File: src/rtl/wsft_pkg.sv
`timescale 1ns / 1ps

package wsft_pkg;

    localparam int TABLE_ENTRIES  = 32;
    localparam int WEIGHT_BITS    = 16;

    localparam int KEY_W          = 32;
    localparam int WEIGHT_FIELD_W = 16;
    localparam int SCORE_W        = 11;
    localparam int STATUS_W       = 2;
    localparam int CONF_W         = 10;
    localparam int COUNT_FIELD_W  = 6;
    localparam int OPCODE_W       = 3;

    localparam int W_BITS = (WEIGHT_BITS < WEIGHT_FIELD_W) ? WEIGHT_BITS : WEIGHT_FIELD_W;
    localparam int IDX_W  = (TABLE_ENTRIES > 1) ? $clog2(TABLE_ENTRIES) : 1;
    localparam int CNT_W  = $clog2(TABLE_ENTRIES + 1);
    localparam int PROD_W = W_BITS + SCORE_W;
    localparam int SUM_W  = PROD_W + CNT_W;
    localparam int ABS_W  = W_BITS + CNT_W;
    localparam int DEN_W  = ABS_W + 1;
    localparam int QUOT_W = 10;
    localparam int DIV_W  = ABS_W + QUOT_W + 2;
    localparam int STEP_W = $clog2(QUOT_W);

    localparam int SCORE_MAX = 999;
    localparam int CONF_MAX  = 999;

    localparam logic [OPCODE_W-1:0] OP_ADD    = 3'd0;
    localparam logic [OPCODE_W-1:0] OP_SETW   = 3'd1;
    localparam logic [OPCODE_W-1:0] OP_IGNORE = 3'd2;
    localparam logic [OPCODE_W-1:0] OP_SETSC  = 3'd3;
    localparam logic [OPCODE_W-1:0] OP_CLRSC  = 3'd4;
    localparam logic [OPCODE_W-1:0] OP_CLRALL = 3'd5;
    localparam logic [OPCODE_W-1:0] OP_QUERY  = 3'd6;

    localparam logic [STATUS_W-1:0] ST_OK        = 2'd0;
    localparam logic [STATUS_W-1:0] ST_NOT_FOUND = 2'd1;
    localparam logic [STATUS_W-1:0] ST_DUP_KEY   = 2'd2;
    localparam logic [STATUS_W-1:0] ST_FULL      = 2'd3;

endpackage

File: src/rtl/wsft_div.sv
`timescale 1ns / 1ps

module wsft_div
    import wsft_pkg::*;
(
    input  logic              clk,
    input  logic              rst_n,
    input  logic              start,
    input  logic [DIV_W-1:0]  num,
    input  logic [DEN_W-1:0]  den,
    output logic              done,
    output logic [QUOT_W-1:0] quot
);

    logic [DIV_W-1:0]  rem_reg;
    logic [DIV_W-1:0]  dsh_reg;
    logic [QUOT_W-1:0] quot_reg;
    logic [STEP_W-1:0] step_reg;
    logic              run_reg;
    logic              done_reg;
    logic              ge;

    assign ge   = (rem_reg >= dsh_reg);
    assign done = done_reg;
    assign quot = quot_reg;

    always_ff @(posedge clk or negedge rst_n)
    begin
        if (!rst_n)
        begin
            run_reg  <= 1'b0;
            done_reg <= 1'b0;
            step_reg <= '0;
            rem_reg  <= '0;
            dsh_reg  <= '0;
            quot_reg <= '0;
        end
        else
        begin
            done_reg <= 1'b0;
            if (start)
            begin
                rem_reg  <= num;
                dsh_reg  <= DIV_W'(den) << (QUOT_W - 1);
                quot_reg <= '0;
                step_reg <= STEP_W'(QUOT_W - 1);
                run_reg  <= 1'b1;
            end
            else if (run_reg)
            begin
                if (ge)
                begin
                    rem_reg <= rem_reg - dsh_reg;
                end
                quot_reg <= {quot_reg[QUOT_W-2:0], ge};
                dsh_reg  <= dsh_reg >> 1;
                step_reg <= step_reg - 1'b1;
                if (step_reg == '0)
                begin
                    run_reg  <= 1'b0;
                    done_reg <= 1'b1;
                end
            end
        end
    end

endmodule

File: src/rtl/weighted_score_fusion_table.sv
`timescale 1ns / 1ps

// weighted score fusion table
// input channel: in_valid / in_ready with opcode, name_key, weight, score;
// one transfer is one table operation (add, set weight, ignore, set score,
// clear scores, clear all, query)
// output channel: out_valid / out_ready with status, confidence_value,
// all_scored and entry_count, exactly one result per input transfer
// an operation walks the stored entries once through a single key compare
// and multiply-accumulate path, one entry per cycle, then runs a shared
// restoring divider for the rounded weighted mean
// the time from input transfer to out_valid grows with the number of stored entries and is
// set by the entry walk over the one read port of the entry memories plus 10 divider steps
// in_ready returns with out_valid, so back-to-back operations never overlap
// in_ready is high only while no operation is in progress; a finished
// result sits in the output register, and a new operation is taken while it
// waits; if the receiver still stalls when the next result is ready, that
// result is held until the output register frees up
// reset empties the table (entry count zero) and drops any pending result;
// entry contents need no clearing since only the first count slots are read

module weighted_score_fusion_table
    import wsft_pkg::*;
(
    input  logic                         clk,
    input  logic                         rst_n,
    input  logic                         in_valid,
    output logic                         in_ready,
    input  logic [OPCODE_W-1:0]          opcode,
    input  logic [KEY_W-1:0]             name_key,
    input  logic signed [WEIGHT_FIELD_W-1:0] weight,
    input  logic signed [SCORE_W-1:0]    score,
    output logic                         out_valid,
    input  logic                         out_ready,
    output logic [STATUS_W-1:0]          status,
    output logic [CONF_W-1:0]            confidence_value,
    output logic                         all_scored,
    output logic [COUNT_FIELD_W-1:0]     entry_count
);

    typedef enum logic [2:0] {
        S_IDLE,
        S_SWEEP,
        S_DRAIN,
        S_ADD,
        S_DIV_GO,
        S_DIV_WAIT,
        S_FIN
    } state_t;

    state_t state_reg;

    logic [OPCODE_W-1:0]      op_reg;
    logic [KEY_W-1:0]         key_reg;
    logic signed [W_BITS-1:0] w_in_reg;
    logic signed [SCORE_W-1:0] s_in_reg;

    logic [CNT_W-1:0]  count_reg;
    logic [CNT_W-1:0]  rd_idx_reg;
    logic              found_reg;
    logic              all_ok_reg;
    logic              add_done_reg;
    logic [STATUS_W-1:0] st_reg;

    logic              s1_vld_reg;
    logic              s1_inj_reg;
    logic [IDX_W-1:0]  s1_idx_reg;
    logic              s2_vld_reg;
    logic signed [PROD_W-1:0] prod_reg;
    logic [W_BITS-1:0] absw_reg;

    logic signed [SUM_W-1:0] ts_reg;
    logic [ABS_W-1:0]  tw_reg;

    logic              out_valid_reg;
    logic [STATUS_W-1:0] status_reg;
    logic [CONF_W-1:0] conf_reg;
    logic              all_scored_reg;
    logic [CNT_W-1:0]  count_out_reg;

    logic [KEY_W-1:0]          key_mem [TABLE_ENTRIES];
    logic signed [W_BITS-1:0]  wt_mem  [TABLE_ENTRIES];
    logic signed [SCORE_W-1:0] sc_mem  [TABLE_ENTRIES];
    logic [KEY_W-1:0]          key_q;
    logic signed [W_BITS-1:0]  wt_q;
    logic signed [SCORE_W-1:0] sc_q;

    logic in_xfer;
    logic rd_en;
    logic table_full;
    logic add_we;
    logic key_hit;
    logic mod_hit;
    logic signed [SCORE_W-1:0] s_add;
    logic signed [SCORE_W-1:0] s_set;
    logic signed [W_BITS-1:0]  w_raw;
    logic signed [SCORE_W-1:0] s_raw;
    logic signed [W_BITS-1:0]  w_eff;
    logic signed [SCORE_W-1:0] s_eff;
    logic signed [PROD_W-1:0]  prod_c;
    logic [W_BITS-1:0]         absw_c;
    logic                      wt_we;
    logic                      sc_we;
    logic [IDX_W-1:0]          wt_waddr;
    logic [IDX_W-1:0]          sc_waddr;
    logic signed [W_BITS-1:0]  wt_wdata;
    logic signed [SCORE_W-1:0] sc_wdata;

    logic              div_start;
    logic              div_done;
    logic [QUOT_W-1:0] div_quot;
    logic [DIV_W-1:0]  div_num;
    logic [DEN_W-1:0]  div_den;
    logic [CONF_W-1:0] conf_c;

    assign in_ready   = (state_reg == S_IDLE);
    assign in_xfer    = in_valid && in_ready;
    assign rd_en      = (state_reg == S_SWEEP) && (rd_idx_reg < count_reg);
    assign table_full = (count_reg == CNT_W'(TABLE_ENTRIES));
    assign add_we     = (state_reg == S_ADD) && !found_reg && !table_full;

    always_comb
    begin
        if (s_in_reg < -1)
            s_add = -11'sd1;
        else if (s_in_reg > SCORE_MAX)
            s_add = SCORE_W'(SCORE_MAX);
        else
            s_add = s_in_reg;
        if (s_in_reg < 1)
            s_set = 11'sd1;
        else if (s_in_reg > SCORE_MAX)
            s_set = SCORE_W'(SCORE_MAX);
        else
            s_set = s_in_reg;
    end

    // entry evaluation with the pending change folded in
    assign key_hit = s1_vld_reg && !s1_inj_reg && (key_q == key_reg);
    assign mod_hit = key_hit && (op_reg == OP_SETW || op_reg == OP_IGNORE
                                 || op_reg == OP_SETSC);
    assign w_raw   = s1_inj_reg ? w_in_reg : wt_q;
    assign s_raw   = s1_inj_reg ? s_add : sc_q;

    always_comb
    begin
        w_eff = w_raw;
        s_eff = s_raw;
        if (mod_hit && op_reg == OP_SETW)
            w_eff = w_in_reg;
        if (mod_hit && op_reg == OP_IGNORE)
            w_eff = '0;
        if (mod_hit && op_reg == OP_SETSC)
            s_eff = s_set;
        if (!s1_inj_reg && op_reg == OP_CLRSC)
            s_eff = -11'sd1;
        prod_c = '0;
        absw_c = '0;
        if (w_eff != 0 && s_eff > 0)
        begin
            prod_c = PROD_W'(w_eff) * PROD_W'(s_eff);
            absw_c = w_eff[W_BITS-1] ? W_BITS'(-w_eff) : W_BITS'(w_eff);
        end
    end

    assign wt_we    = add_we || (mod_hit && (op_reg == OP_SETW || op_reg == OP_IGNORE));
    assign wt_waddr = add_we ? count_reg[IDX_W-1:0] : s1_idx_reg;
    assign wt_wdata = add_we ? w_in_reg : w_eff;
    assign sc_we    = add_we || (mod_hit && op_reg == OP_SETSC)
                      || (s1_vld_reg && !s1_inj_reg && op_reg == OP_CLRSC);
    assign sc_waddr = add_we ? count_reg[IDX_W-1:0] : s1_idx_reg;
    assign sc_wdata = add_we ? s_add : s_eff;

    always_ff @(posedge clk)
    begin
        if (add_we)
            key_mem[count_reg[IDX_W-1:0]] <= key_reg;
        if (wt_we)
            wt_mem[wt_waddr] <= wt_wdata;
        if (sc_we)
            sc_mem[sc_waddr] <= sc_wdata;
        if (rd_en)
        begin
            key_q <= key_mem[rd_idx_reg[IDX_W-1:0]];
            wt_q  <= wt_mem[rd_idx_reg[IDX_W-1:0]];
            sc_q  <= sc_mem[rd_idx_reg[IDX_W-1:0]];
        end
    end

    assign div_start = (state_reg == S_DIV_GO);
    assign div_num   = (DIV_W'($unsigned(ts_reg)) << 1) + DIV_W'(tw_reg);
    assign div_den   = {tw_reg, 1'b0};

    wsft_div u_div (
        .clk   (clk),
        .rst_n (rst_n),
        .start (div_start),
        .num   (div_num),
        .den   (div_den),
        .done  (div_done),
        .quot  (div_quot)
    );

    always_comb
    begin
        if (tw_reg == '0)
            conf_c = '0;
        else if (ts_reg <= 0 || div_quot == '0)
            conf_c = CONF_W'(1);
        else if (div_quot > QUOT_W'(CONF_MAX))
            conf_c = CONF_W'(CONF_MAX);
        else
            conf_c = CONF_W'(div_quot);
    end

    always_ff @(posedge clk or negedge rst_n)
    begin
        if (!rst_n)
        begin
            state_reg      <= S_IDLE;
            op_reg         <= OP_QUERY;
            key_reg        <= '0;
            w_in_reg       <= '0;
            s_in_reg       <= '0;
            count_reg      <= '0;
            rd_idx_reg     <= '0;
            found_reg      <= 1'b0;
            all_ok_reg     <= 1'b1;
            add_done_reg   <= 1'b0;
            st_reg         <= ST_OK;
            s1_vld_reg     <= 1'b0;
            s1_inj_reg     <= 1'b0;
            s1_idx_reg     <= '0;
            s2_vld_reg     <= 1'b0;
            prod_reg       <= '0;
            absw_reg       <= '0;
            ts_reg         <= '0;
            tw_reg         <= '0;
            out_valid_reg  <= 1'b0;
            status_reg     <= ST_OK;
            conf_reg       <= '0;
            all_scored_reg <= 1'b0;
            count_out_reg  <= '0;
        end
        else
        begin
            // entry pipeline: read, evaluate, accumulate
            s1_vld_reg <= rd_en || add_we;
            s1_inj_reg <= add_we;
            s1_idx_reg <= rd_idx_reg[IDX_W-1:0];
            s2_vld_reg <= s1_vld_reg;
            prod_reg   <= prod_c;
            absw_reg   <= absw_c;
            if (s2_vld_reg)
            begin
                ts_reg <= ts_reg + SUM_W'(prod_reg);
                tw_reg <= tw_reg + ABS_W'(absw_reg);
            end
            if (key_hit)
                found_reg <= 1'b1;
            if (s1_vld_reg && w_eff != 0 && s_eff < 0)
                all_ok_reg <= 1'b0;

            if (out_valid_reg && out_ready && state_reg != S_FIN)
                out_valid_reg <= 1'b0;

            unique case (state_reg)
                S_IDLE:
                begin
                    if (in_xfer)
                    begin
                        op_reg       <= opcode;
                        key_reg      <= name_key;
                        w_in_reg     <= weight[W_BITS-1:0];
                        s_in_reg     <= score;
                        ts_reg       <= '0;
                        tw_reg       <= '0;
                        all_ok_reg   <= 1'b1;
                        found_reg    <= 1'b0;
                        add_done_reg <= 1'b0;
                        st_reg       <= ST_OK;
                        rd_idx_reg   <= '0;
                        if (opcode == OP_CLRALL)
                            count_reg <= '0;
                        state_reg <= S_SWEEP;
                    end
                end
                S_SWEEP:
                begin
                    if (rd_en)
                        rd_idx_reg <= rd_idx_reg + 1'b1;
                    else
                        state_reg <= S_DRAIN;
                end
                S_DRAIN:
                begin
                    if (!s1_vld_reg && !s2_vld_reg)
                    begin
                        if (op_reg == OP_ADD && !add_done_reg)
                        begin
                            state_reg <= S_ADD;
                        end
                        else
                        begin
                            if ((op_reg == OP_SETW || op_reg == OP_IGNORE
                                 || op_reg == OP_SETSC) && !found_reg)
                                st_reg <= ST_NOT_FOUND;
                            state_reg <= S_DIV_GO;
                        end
                    end
                end
                S_ADD:
                begin
                    add_done_reg <= 1'b1;
                    if (found_reg)
                        st_reg <= ST_DUP_KEY;
                    else if (table_full)
                        st_reg <= ST_FULL;
                    else
                        count_reg <= count_reg + 1'b1;
                    state_reg <= S_DRAIN;
                end
                S_DIV_GO:
                begin
                    state_reg <= S_DIV_WAIT;
                end
                S_DIV_WAIT:
                begin
                    if (div_done)
                        state_reg <= S_FIN;
                end
                S_FIN:
                begin
                    if (!out_valid_reg || out_ready)
                    begin
                        out_valid_reg  <= 1'b1;
                        status_reg     <= st_reg;
                        conf_reg       <= conf_c;
                        all_scored_reg <= all_ok_reg;
                        count_out_reg  <= count_reg;
                        state_reg      <= S_IDLE;
                    end
                end
                default:
                begin
                    state_reg <= S_IDLE;
                end
            endcase
        end
    end

    assign out_valid        = out_valid_reg;
    assign status           = status_reg;
    assign confidence_value = conf_reg;
    assign all_scored       = all_scored_reg;
    assign entry_count      = COUNT_FIELD_W'(count_out_reg);

    a_count_bound: assert property (@(posedge clk) disable iff (!rst_n)
        count_reg <= CNT_W'(TABLE_ENTRIES))
        else $error("entry count beyond table size");

    a_busy_after_xfer: assert property (@(posedge clk) disable iff (!rst_n)
        in_xfer |=> !in_ready)
        else $error("input taken while an operation is in progress");

    a_div_done_wait: assert property (@(posedge clk) disable iff (!rst_n)
        div_done |-> (state_reg == S_DIV_WAIT))
        else $error("divider finished outside its wait state");

    a_conf_range: assert property (@(posedge clk) disable iff (!rst_n)
        out_valid_reg |-> (conf_reg <= CONF_W'(CONF_MAX)))
        else $error("confidence out of range");

    a_no_write_idle: assert property (@(posedge clk) disable iff (!rst_n)
        (state_reg == S_IDLE) |-> (!wt_we && !sc_we && !add_we))
        else $error("entry memory written while idle");

endmodule

File: config.mk
export PLATFORM = sky130hd
export DESIGN_NAME = weighted_score_fusion_table
export DESIGN_NICKNAME = d
export VERILOG_FILES = /design/src/rtl/wsft_pkg.sv /design/src/rtl/wsft_div.sv /design/src/rtl/weighted_score_fusion_table.sv
export SDC_FILE = /design/constraint.sdc
export NUM_CORES = 2
export LEC_CHECK = 0
export ABC_AREA = 1
export ABC_CLOCK_PERIOD_IN_PS = 7350
export BUFFER_PORTS_ARGS = -buffer_cell sky130_fd_sc_hd__buf_4
export CELL_PAD_IN_SITES_DETAIL_PLACEMENT = 1
export CELL_PAD_IN_SITES_GLOBAL_PLACEMENT = 1
export CORE_MARGIN = 3
export CORE_UTILIZATION = 25
export DETAILED_ROUTE_END_ITERATION = 12
export HOLD_SLACK_MARGIN = 0.06
export MAX_ROUTING_LAYER = met4
export PLACE_DENSITY_LB_ADDON = 0.1
export SLEW_MARGIN = 20
export SYNTH_ARGS = -nofsm -noshare
export SYNTH_HDL_FRONTEND = slang
export SYNTH_SLANG_ARGS = --single-unit
File: constraint.sdc
create_clock -name clk -period 7.35 [get_ports clk]
set_clock_uncertainty 0.15 [all_clocks]
set_input_delay 1.1025 -clock clk [delete_from_list [all_inputs] [get_ports clk]]
set_output_delay 1.1025 -clock clk [all_outputs]
set_load 0.01 [all_outputs]
; Word-level counts from Yosys, hierarchy flattened
; Memory sizes are Yosys's and may differ from the RTL's. A register that Yosys moved wholly into a read port is not among the register bits.
; Cells that the tools add are included.
[totals]
ff_bits = 292
ram_bits = 1888
output_inout_bits = 21
n_memories = 3
[op_classes]
add_sub_neg = 8
n_mul = 1
n_lt_le_gt_ge = 9
n_eq_ne = 26
muxes = 78
n_reduce_logical = 55
[mem_list]
columns = name, depth, word_bits, rd, rd_clocked_by_memory_dff, write_ports, line
row1 = key_mem, 32, 32, 1, 1, 1, weighted_score_fusion_table.sv:81  ; logic [KEY_W-1:0] key_mem [TABLE_ENTRIES];
row2 = wt_mem, 32, 16, 1, 1, 1, weighted_score_fusion_table.sv:82  ; logic signed [W_BITS-1:0] wt_mem [TABLE_ENTRIES];
row3 = sc_mem, 32, 11, 1, 1, 1, weighted_score_fusion_table.sv:83  ; logic signed [SCORE_W-1:0] sc_mem [TABLE_ENTRIES];
[ops]
columns = op, n
row1 = 2-to-1 mux 34 bit, 5
row2 = 2-to-1 mux 33 bit, 3
row3 = 2-to-1 mux 16 bit, 6
row4 = 2-to-1 mux 11 bit, 7
row5 = 2-to-1 mux 22 bit, 3
row6 = 2-to-1 mux 10 bit, 5
row7 = 2-to-1 mux 6 bit, 6
row8 = adder 34 x 22 -> 34 bit, 1
row9 = greater-or-equal comparator 34 bit, 1
row10 = subtractor 34 bit, 1
row11 = adder 33 x 27 -> 33 bit, 1
row12 = <= comparator 33 x 1 -> 1 bit (second input constant), 1
row13 = == test 32 bit, 1
row14 = nonzero test 32 bit, 1
row15 = multiplier 16 x 11 -> 27 bit, 1
row16 = 2-to-1 mux 27 bit, 1
row17 = one-hot mux 6 bit (2 select lines), 2
row18 = adder 22 x 16 -> 22 bit, 1
row19 = logical NOT 22 bit, 1
row20 = < comparator 11 x 1 -> 1 bit (second input constant), 2
row21 = 2-to-1 mux 1 bit, 22
row22 = logical AND 1 bit, 21
row23 = one-hot mux 3 bit (7 select lines), 1
row24 = 2-to-1 mux 3 bit, 6
row25 = other kinds (31), 77

; Logic depth before layout (Yosys ltp)
[logic_depth]
depth_word = 13
mapped_depth = 36
depth_no_buf = 34

; By module
; Synthesis repeated with hierarchy kept, for this count alone.
[hier_totals]
cells_unflattened = 9278
area_unflattened_um2 = 102403.2
[modules_own_cells]
columns = module, instances, cells_per_inst, area_each_um2, seq_area_each_um2
row1 = weighted_score_fusion_table, 1, 8337, 96272.3, 63674.8
row2 = wsft_div, 1, 941, 6130.9, 2052.0

; Worst setup path after synthesis
; No wires, ideal clock.
[synth_path]
path_kind = register -> register
start = register key_reg[30]
end = register prod_reg[25]
setup_time_ns = 0.124
arrival_ns = 6.559
required_ns = 7.076
slack_ns = 0.518
stages_incl_launch_ff = 32
n_path_buf = 3
synth_period_minus_slack_ns = 6.832
path_cell_list = dfrtp_1 > inv_1 > nand2_1 > nand2_1 > nor2_1 > nand2_1 > nor2_2 > nand2_2 > nor2_8 > buf_2 > nand4_1 > nand2_1 > nand2_1 > clkbuf_1 > nor2_1 > inv_1 > fa_1 > inv_1 > fa_1 > fa_1 > fa_1 > fa_1 > ha_1 > clkbuf_1 > nand2_1 > nor4_1 > nand4_1 > nand3_1 > nand3_1 > o211ai_1 > xor2_1 > nor2_4
[synth_between]
elab_chain_len = 9
elab_cells_between_ends = 15
classes_between = mul (1) / order compare (1) / eq/ne (1) / mux (5) / reduce/logical (7)
[synth_lines]
columns = element, line
row1 = "start, declared", weighted_score_fusion_table.sv:54  ; logic [KEY_W-1:0] key_reg;
row2 = "start signal, assigned", weighted_score_fusion_table.sv:273  ; key_reg <= name_key;
row3 = == test 32 bit (*), weighted_score_fusion_table.sv:139  ; assign key_hit = s1_vld_reg && !s1_inj_reg && (key_q == key_reg);
row4 = logical AND 1 bit (*), weighted_score_fusion_table.sv:139
row5 = logical AND 1 bit (*), weighted_score_fusion_table.sv:140  ; assign mod_hit = key_hit && (op_reg == OP_SETW || op_reg == OP_IGNORE
row6 = branches (longest 5 deep; another with multiplier 16 x 11 -> 27 bit), -
row7 = 2-to-1 mux 27 bit (*), weighted_score_fusion_table.sv:159  ; if (w_eff != 0 && s_eff > 0)
row8 = via prod_c[25], weighted_score_fusion_table.sv:100  ; logic signed [PROD_W-1:0] prod_c;
row9 = "end signal, assigned", weighted_score_fusion_table.sv:252  ; prod_reg <= prod_c;
row10 = "end, declared", weighted_score_fusion_table.sv:69  ; logic signed [PROD_W-1:0] prod_reg;
; Mark *: on every way through the listed nets, which the timed path passes.
; A chain may end at the register's enable or synchronous reset.

; Worst setup path in the final report
[layout_path]
start = register s1_inj_reg
end = register prod_reg[24]
[layout_between]
elab_chain_len = 10
elab_cells_between_ends = 19
classes_between = mul (1) / order compare (1) / mux (7) / reduce/logical (10)
[layout_lines]
columns = element, line
row1 = "start, declared", weighted_score_fusion_table.sv:66  ; logic s1_inj_reg;
row2 = "start signal, assigned", weighted_score_fusion_table.sv:249  ; s1_inj_reg <= add_we;
row3 = branches (longest 9 deep; another with multiplier 16 x 11 -> 27 bit), -
row4 = 2-to-1 mux 27 bit (*), weighted_score_fusion_table.sv:159
row5 = via prod_c[24], weighted_score_fusion_table.sv:100
; Marks and branches as above.

==> results.toml <==
[finish]
fillers = 44340
largest_reg_flops = 1024
nets = 9783
multi_input_comb_area_um2 = 32110
seq_area_um2 = 65740
postLayoutCoreUtil_pct = 29.82
layout_commonest_cell = "edfxtp_1"
syn_to_final_growth_pct = 18.44
most-common-layout-cells = "edfxtp_1 (1947), nor2_1 (1336), o21ai_0 (1261)"
drive_above_1_share_pct = 11.73

[die]
start_util_pct = 25.17
core_area_um2 = 403800
dieArea_um2 = 414300
rows = 233
io_pins = 87
die_w_um = 643.6
fp.dieH_um = 643.6

[routing]
drt_iter0_markers = 4662
ant_nets = 0
drc = 0
drtPass1Iterations = 5
via_per_inst = 4.824
wl_um = 387600
wire_per_inst_um = 25.83
vias = 72380

[grt]
antenna_found_initial = 12
grt_pass1_wl_um = 558600
gr-usage-all-layers_pct = 18.77
overflow = 0
grt_max_degree = 146
first_global_vias = 76050

[synth]
synth_compound_area_share_pct = 12.47
async_reset_ff_share_pct = 12.96
synth_edf_count = 1947
netlist_area_um2 = 101600
synth-xor-area-share_pct = 0.5515
synth_seq_cells = 2237
synthesis.nets = 9506
synthMuxAreaShare_pct = 0
synth_top_family_by_area = "compound AO/OA/AOI/OAI gates"
synth_area_leaders = "edfxtp_1 (58%), dfrtp_1 (7.1%), o21ai_0 (6.3%)"
synth-seq-area-share_pct = 64.66
avgSynthCellArea_um2 = 11.17
yosysUniqueCellTypes = 58
synthAdderAreaFrac_pct = 5.362
synthCells = 9104
yosysTopAreaCell = "edfxtp_1"
ys.flop_type = "edfxtp_1"
synthSimpleGateAreaFrac_pct = 12.46
synth_top_area_share_pct = 57.52
ys_warn_count = 0

[place]
place_congestion = 0.8074
dpl.hpwl_um = 233900
io_buffers = 86

[sta]
fmax_mhz = 143.1
finalSetupViolations = 0
fin_crit_ns = 6.988
slew_headroom_pct = 22.07
finalCritPeriodShare_pct = 95.08
final-hold-violation-count = 0
tightest_slew_ns = 1.157
finalMaxSlewViolations = 0

[hold_path]
hold_depth = 3
hp-class = "in2reg"

[setup_path]
cp.arrival_ns = 7.56
worst_path_max_delay_cell = "fa_1"
crit_type = "reg2reg"
cp-end-kind = "register"
reg2reg_depth = 32
crit_top_cell = "fa_1"
slowest_delay_ns = 0.60
worstSetupStartpointType = "register"
cp.required_ns = 7.92
worstPathMaxFanout = 11

[clocking]
cts_tree = "yes"
root_buffer = "clkbuf_16"
clock_sinks = 2237
cts_max_path_buffers = 4
cts_buffers = 282
h-tree-depth = 5
cts.clk_slew.worst_paths_ns = 0.06
clk_latency_ns = 0.88

[status]
run_status = "finished clean"

[job]
cap_violations = 0
[worst max-delay path, delay by kind of cell, from the launching register on]
| kind | cells | cell delay, ns |
|---|---|---|
| adder cells (fa/ha/maj) | 6 | 2.99 |
| buffers and inverters | 11 | 1.16 |
| XOR/XNOR | 1 | 0.24 |
| AND/OR/NAND/NOR | 14 | 1.95 |
| flip-flops | 1 | 0.38 |
[through the flow]
stage / cells / hold slack, ns / setup TNS, ns / cell area [µm²] / worst slack (ns)
2_1_floorplan: 9104 / 0.2281 / 0 / 101600 / 0.5177
3_3_place_gp: 14480 / 0.3230 / -3.931 / 110900 / -0.5156
3_5_place_dp: 14480 / 0.3277 / -4.387 / 110900 / -0.5624
4_1_cts: 14990 / 0.1793 / 0 / 120000 / 0.03323
5_1_grt: 15010 / 0.2348 / -0.01119 / 120400 / -0.01119
6_report: 15010 / 0.2893 / 0 / 120400 / 0.3617
[metal layers]
metal | vias up | track usage, % | wire length [µm]
met2 | 1008 | 31.03 | 187100
li1 | 32950 | - | -
met4 | 0 | 4.088 | 8302
met5 | - | - | 0
met1 | 38000 | 25.06 | 181600
met3 | 430 | 1.636 | 10680
[worst paths after layout]
path                            slack (ns)                start                  end
worst min-delay path                  0.29            weight[6]          w_in_reg[6]
worst min register to register        0.33  confidence_value[2]  confidence_value[2]
min in group asynchronous             0.65                rst_n  confidence_value[7]
worst max register to register        0.36           s1_inj_reg         prod_reg[24]
worst max-delay path                  0.36           s1_inj_reg         prod_reg[24]
max in group asynchronous             4.77                rst_n           s2_vld_reg
[area by class of cell]
type,count,area share (%)
Antenna cell,3,0.006236
Clock buffer,376,6.473
Clock inverter,125,0.9884
Inverter,694,2.211
Multi-Input combinational cell,5670,26.67
Sequential cell,2237,54.61
Tap cell,5405,5.618
Timing Repair Buffer,496,3.421
[logic make-up after synthesis]
| kind of cell | after synthesis |
|---|---|
| buffers and inverters | 1197 |
| flip-flops | 2237 |
| AND/OR/NAND/NOR | 3067 |
| adder cells (fa/ha/maj) | 336 |
| AO/OA/AOI/OAI | 2203 |
| XOR/XNOR | 64 |
[synth_stat cells (7+ instances only)]
master / instances
a21o_1: 14
o221ai_1: 202
nand4_1: 109
o21ai_0: 1287
nand3_2: 10
xnor2_1: 29
buf_2: 10
nor3_1: 46
dfrtp_1: 287
nand2_1: 1112
a221oi_1: 7
o211ai_1: 93
inv_2: 10
nor4_1: 24
buf_1: 35
or2_2: 26
edfxtp_1: 1947
nor2_4: 22
o21a_1: 14
a22oi_1: 7
a21oi_1: 196
nor2_1: 1414
fa_1: 166
a31oi_1: 33
o22ai_1: 311
nand3_1: 282
ha_1: 170
xor2_1: 35
o21bai_1: 17
clkinv_1: 9
clkbuf_1: 453
inv_1: 674
[repair_timing]
item,in CTS,in global routing
hold buffers,1,0
hold endpoints to repair,15,0
endpoints found under the setup margin,14,13
setup buffers,0,17
pin swaps,1,20
gates resized for setup,10,61
Power is not shown: default switching activity piles up to over one toggle a cycle in this logic, so the estimate is an artifact.
